===== src/design/cgf_pkg.sv =====
package cgf_pkg;

    localparam int SAMPLE_W   = 32;
    localparam int COEF_W     = 17;
    localparam int IDX_W      = 7;
    localparam int TAPCNT_W   = 8;
    localparam int OUT_FIELDS = 4;
    localparam int PROD_W     = SAMPLE_W + COEF_W + 1;
    localparam int ACC_W      = PROD_W + IDX_W;
    localparam int FRAC_SHIFT = 17;
    localparam int Q_W        = ACC_W - FRAC_SHIFT;

    localparam int TAPS_MIN   = 16;
    localparam int TAPS_RESET = 101;

    localparam int APB_DATA_W = 32;
    localparam int REG_ADDR_W = 3;
    localparam int CFG_IDX_W  = 1;

    localparam logic [CFG_IDX_W-1:0] CFG_TAP_COUNT = 1'b0;

    localparam logic KIND_SAMPLE = 1'b0;
    localparam logic KIND_COEF   = 1'b1;

    localparam logic signed [ACC_W-1:0] ROUND_BIAS = ACC_W'(1) <<< (FRAC_SHIFT - 1);
    localparam logic signed [Q_W-1:0] Q_MAX =
        {{(Q_W - SAMPLE_W + 1){1'b0}}, {(SAMPLE_W - 1){1'b1}}};
    localparam logic signed [Q_W-1:0] Q_MIN =
        {{(Q_W - SAMPLE_W + 1){1'b1}}, {(SAMPLE_W - 1){1'b0}}};
    localparam logic signed [SAMPLE_W-1:0] OUT_MAX = {1'b0, {(SAMPLE_W - 1){1'b1}}};
    localparam logic signed [SAMPLE_W-1:0] OUT_MIN = {1'b1, {(SAMPLE_W - 1){1'b0}}};

    typedef struct packed {
        logic push;
        logic coef_wr;
        logic issue;
        logic load_res;
        logic load_zero;
    } t_cmd;

    typedef struct packed {
        logic last_issue;
        logic pipe_busy;
    } t_status;

    function automatic logic signed [SAMPLE_W-1:0] round_sat(
        input logic signed [ACC_W-1:0] acc
    );
        logic signed [ACC_W-1:0] v;
        logic signed [Q_W-1:0]   q;
        logic signed [SAMPLE_W-1:0] r;
        v = acc + ROUND_BIAS;
        q = $signed(v[ACC_W-1:FRAC_SHIFT]);
        if (q > Q_MAX) begin
            r = OUT_MAX;
        end else if (q < Q_MIN) begin
            r = OUT_MIN;
        end else begin
            r = q[SAMPLE_W-1:0];
        end
        return r;
    endfunction

endpackage


===== src/design/cgf_ctrl.sv =====
module cgf_ctrl (
    input  logic            i_clk,
    input  logic            i_rst_n,
    input  logic            i_in_valid,
    output logic            o_in_ready,
    input  logic            i_kind,
    input  logic            i_out_ready,
    output logic            o_out_valid,
    output cgf_pkg::t_cmd   o_cmd,
    input  cgf_pkg::t_status i_status
);
    import cgf_pkg::*;

    typedef enum logic [4:0] {
        S_IDLE   = 5'b00001,
        S_SWEEP  = 5'b00010,
        S_DRAIN  = 5'b00100,
        S_RESULT = 5'b01000,
        S_ZERO   = 5'b10000
    } t_state;

    t_state r_state, n_state;
    logic   r_primed, n_primed;
    logic   r_out_valid, n_out_valid;
    logic   w_accept;
    logic   w_out_free;
    t_cmd   w_cmd;

    assign o_in_ready  = (r_state == S_IDLE);
    assign w_accept    = i_in_valid && o_in_ready;
    assign w_out_free  = !r_out_valid || i_out_ready;
    assign o_out_valid = r_out_valid;
    assign o_cmd       = w_cmd;

    always_comb begin
        n_state  = r_state;
        n_primed = r_primed;
        w_cmd    = '0;
        unique case (r_state)
            S_IDLE: begin
                if (w_accept) begin
                    if (i_kind == KIND_COEF) begin
                        w_cmd.coef_wr = 1'b1;
                    end else if (!r_primed) begin
                        n_primed = 1'b1;
                        n_state  = S_ZERO;
                    end else begin
                        w_cmd.push = 1'b1;
                        n_state    = S_SWEEP;
                    end
                end
            end
            S_SWEEP: begin
                w_cmd.issue = 1'b1;
                if (i_status.last_issue) begin
                    n_state = S_DRAIN;
                end
            end
            S_DRAIN: begin
                if (!i_status.pipe_busy) begin
                    n_state = S_RESULT;
                end
            end
            S_RESULT: begin
                if (w_out_free) begin
                    w_cmd.load_res = 1'b1;
                    n_state        = S_IDLE;
                end
            end
            S_ZERO: begin
                if (w_out_free) begin
                    w_cmd.load_zero = 1'b1;
                    n_state         = S_IDLE;
                end
            end
            default: begin
                n_state = S_IDLE;
            end
        endcase
    end

    always_comb begin
        if (w_cmd.load_res || w_cmd.load_zero) begin
            n_out_valid = 1'b1;
        end else if (i_out_ready) begin
            n_out_valid = 1'b0;
        end else begin
            n_out_valid = r_out_valid;
        end
    end

    always_ff @(posedge i_clk) begin
        if (!i_rst_n) begin
            r_state     <= S_IDLE;
            r_primed    <= 1'b0;
            r_out_valid <= 1'b0;
        end else begin
            r_state     <= n_state;
            r_primed    <= n_primed;
            r_out_valid <= n_out_valid;
        end
    end
endmodule


===== config.mk =====
export PLATFORM = sky130hd
export DESIGN_NAME = cgf_ctrl
export DESIGN_NICKNAME = d
export VERILOG_FILES = /design/src/design/cgf_pkg.sv /design/src/design/cgf_ctrl.sv
export SDC_FILE = /design/constraint.sdc
export NUM_CORES = 1
export LEC_CHECK = 0
export BUFFER_PORTS_ARGS = -buffer_cell sky130_fd_sc_hd__buf_4
export CORE_AREA = 2 2 39 41
export DETAILED_ROUTE_END_ITERATION = 7
export DIE_AREA = 0 0 41 43
export PLACE_DENSITY_LB_ADDON = 0.25
export RECOVER_POWER = 100
export SYNTH_ARGS = -nofsm -noshare
export SYNTH_HDL_FRONTEND = slang
export SYNTH_SLANG_ARGS = --single-unit

===== constraint.sdc =====
create_clock -name i_clk -period 2 [get_ports i_clk]
set_input_delay 0.4 -clock i_clk [delete_from_list [all_inputs] [get_ports i_clk]]
set_output_delay 0.4 -clock i_clk [all_outputs]
set_load 0.1 [all_outputs]

After elaboration in Yosys (flattened, before gate mapping)
Cells that the tools add are included.
- register bits: 7
- input port bits: 7
- output and inout port bits: 7
- word-level logic and storage cells: 40
- equality and inequality tests: 10
- multiplexer cells: 18
- bitwise logic cells: 1
- reductions and logical operators: 8
- operators by type and width (operator ; number):
    2-to-1 mux 5 bit ; 6
    one-hot mux 5 bit (4 select lines) ; 1
    2-to-1 mux 1 bit ; 9
    != test 2 bit (second input constant) ; 3
    == test 5 x 1 -> 1 bit (second input constant) ; 1
    == test 5 x 2 -> 1 bit (second input constant) ; 1
    == test 5 x 3 -> 1 bit (second input constant) ; 1
    == test 5 x 4 -> 1 bit (second input constant) ; 1
    == test 5 bit (second input constant) ; 1
    AND reduction 5 bit ; 1
    2-to-1 mux 2 bit ; 2
    != test 2 x 1 -> 1 bit (second input constant) ; 2
    AND reduction 3 bit ; 1
    logical OR 1 bit ; 2
    nonzero test 2 bit ; 1
    OR reduction 2 bit ; 1
    logical AND 1 bit ; 1
    zero test 1 bit ; 1
    NOT 1 bit ; 1

Longest topological paths before layout
- depth in word-level cells: 6
- depth in mapped cells: 6
- mapped depth without buffers: 4

Worst setup path before layout
Ideal clock, no wire load.
- kind: reg-to-output
- start point: register r_out_valid, in the netlist o_out_valid
- end point: output port o_cmd[1] in the netlist's numbering
- data arrival time: 3.233 ns
- required time: 1.600 ns
- path slack: -1.633 ns
- cell stages (with the launch flop): 4
- buffers on the path: 0
- cells stage by stage: dfxtp_1 -> or2b_2 -> nand2_1 -> nor3b_1
- RTL lines (element ; RTL line ; RTL):
    start: declaration ; cgf_ctrl.sv:24 ; logic r_out_valid, n_out_valid;
    start signal: assignment ; cgf_ctrl.sv:100 ; r_out_valid <= n_out_valid;
    end: declaration ; cgf_ctrl.sv:9 ; output cgf_pkg::t_cmd o_cmd,

==> summary.md <==
| Metric | Value |
|---|---|
| # setup viols final | 0 |
| # rows | 14 |
| Crit path kind | reg2out |
| Fillers | 142 |
| Die Y | 43 µm |
| Fin area | 667 µm² |
| Layout cell share with drive strength beyond 1 | 47.8% |
| Nets | 77 |
| Fin crit share | 97.4% |
| HP Class | in2reg |
| Fmax | 513 MHz |
| VDD IR max | 0.962 mV |
| Clock-pin slew on the worst setup and hold paths | 60 ps |
| Clock Tree Root | clkbuf_4 |
| Worst path max stage delay | 370 ps |
| Crit-path max FO | 6 |
| P_leak | 0.280 nW |
| Num CTS Buffers | 3 |
| Net Count, Synth | 57 |
| Max-Cap Viols | 0 |
| Most common cell in the synthesized netlist | dfxtp_1 |
| Buffers on Ports | 13 |
| Worst path top cell family by delay | simple AND/OR/NAND/NOR gates |
| CP max stage cell | dfxtp_2 |
| CP required | 1600 ps |
| Syn. warnings | 0 |
| Via Count | 434 |
| Core Util, Final | 48.2% |
| Total grt overflow | 0 |
| Antenna violations before repair | 0 |
| Mean Syn Cell Area | 8.96 µm² |
| Final WL | 1070 µm |
| Clock Latency Late Sink | 260 ps |
| Number of flops mapped to enable cells by yosys | 0 |
| Max H-tree Level | 1 |
| Register area share after synthesis | 31.3% |
| Pre-CTS WS | 139 ps |
| Area occupied by multi-input gates | 322 µm² |
| Fin crit period | 1950 ps |
| Gpl congestion | 0.786 |
| Synth top cells by count | dfxtp_1 (7), nand2_1 (6), nor2_1 (3), nor3b_1 (3) |
| CTS tree | done |
| Synthesis-to-finish area growth | 48.9% |
| Global Route Usage Sum | 14.1% |
| Synth Flop Type | dfxtp_1 |
| Largest net degree at the start of global routing | 9 |
| Async SR Flop Fraction | 0% |
| DRC Markers | 0 |
| Yosys top cell area share | 31.3% |
| Core area | 1380 µm² |
| Die ar. | 1760 µm² |
| TritonRoute pass-1 iters | 5 |
| Clock sinks | 7 |
| Startpoint types | register |
| Status | completed |
| Sequential cell area | 145 µm² |
| Vias in the first global route | 370 |
| Max-slew violations | 0 |
| Cells after DPL | 78 |
| Die W | 41 µm |
| Clock Skews | 3.81 ps |
| Wire length of the first global-routing pass | 1610 µm |
| Slew margin rel. | 78.9% |
| Crit-path cells | nor3_4 > and3b_2 > and4_4 > buf_8 |
| CP Buf/Inv Count | 1 |
| Placed instance area | 598 µm² |
| Clock Path Buffers | 2 |
| Initial Utilization | 32.4% |
| Critical Path AT | 1550 ps |
| Post-synth cell types | 28 |
| Cell area after synthesis | 448 µm² |
| Post-Syn Instances | 50 |
| Worst-Margin Slew | 316 ps |
| Top post-synthesis cells by area | dfxtp_1 (31%), o2111ai_4 (5.9%), nand2_1 (5.0%) |
| Initial DRC count | 12 |
| Seq cells post-synth | 7 |
| Worst setup margin | 51.4 ps |
| Final hold vios | 0 |
| Post-DR wirelength/cell | 12.6 µm |
| Remaining antenna violation count after routing | 0 |
| Non-filler instance count after layout | 85 |
| Detail Placement HPWL | 729 µm |
| Dominant cell type by area after synthesis | dfxtp_1 |
| Crit. End Element | output port |
| N_diodes | 0 |
| Vias/cell | 5.11 |
| Pwr/cell area | 1450 nW/µm² |
| Post-layout power | 966 µW |
| I/O pins | 14 |
## placed cells by master (no fill, tap or decap), types with 2 or more instances in the layout
cell type,Yosys,final
buf_4,1,16
clkbuf_4,1,3
dfxtp_1,7,5
inv_1,2,2
mux2i_1,2,2
nand2_1,6,5
nand4_1,2,2
nor2_1,3,3
nor3_4,1,2
nor3b_4,0,2
o21ai_0,2,2
o22ai_1,2,2
xor2_1,2,2
## sequential cells by signal, indices dropped and copies added (netlist names)
name	count
o_out_valid	1
r_primed	1
r_state	5
## area by class of cell
type | instances | area share [%]
timing repair buffer | 18 | 22.0
multi-input combinational | 38 | 48.2
tap | 16 | 3.00
inverter | 2 | 1.13
sequential | 7 | 21.8
clock buffer | 4 | 3.94
## routing by layer
metal,vias up,track usage [%],wire (µm)
li1,218,-,-
met1,192,20.9,502
met2,20,16.3,470
met3,4,4.71,74
met4,0,10.0,23
met5,-,0,0
## path summary, 6_finish.rpt
check | endpoint | depth (start not counted) | from | slack [ps]
worst max-delay path | o_cmd[4] | 4 | r_state[2] | 50
worst min-delay path | r_state[0] | 2 | i_rst_n | 420
worst max register to register | r_state[4] | 5 | r_state[3] | 590
worst min register to register | r_state[1] | 2 | r_primed | 520
## report_power, final
| part | internal, mW | switching (mW) | total [mW] | leakage [nW] |
|---|---|---|---|---|
| Sequential | 0.168 | 0.0410 | 0.209 | 0.0584 |
| Combinational | 0.235 | 0.388 | 0.623 | 0.206 |
| Clock | 0.0765 | 0.0583 | 0.135 | 0.0150 |
## through the flow
step | TNS, ps | hold WS (ps)
CTS | 0 | 411
global placement | 0 | 506
floorplan | -18.5 | 468
finish | 0 | 416
detailed placement | 0 | 500
global route | -30.6 | 406
## what timing repair did
item / CTS / global route
pin swaps: 1 / 1
endpoints found under the setup margin: 2 / 2
gates cloned: 0 / 0
resized for setup: 3 / 3
hold buffers: 0 / 0
setup buffers: 0 / 3
## logic make-up after synthesis
| kind of cell | Yosys count | share of synthesized area (%) |
|---|---|---|
| and+or+nand+nor | 26 | 37.7 |
| DFF | 7 | 31.3 |
| xor gates and xnor gates | 2 | 3.91 |
| muxes | 2 | 4.47 |
| buffers and inverters | 5 | 7.54 |
| AOI/OAI and AO/OA | 8 | 15.1 |
No activity file was read; power rests on OpenSTA's default activity.
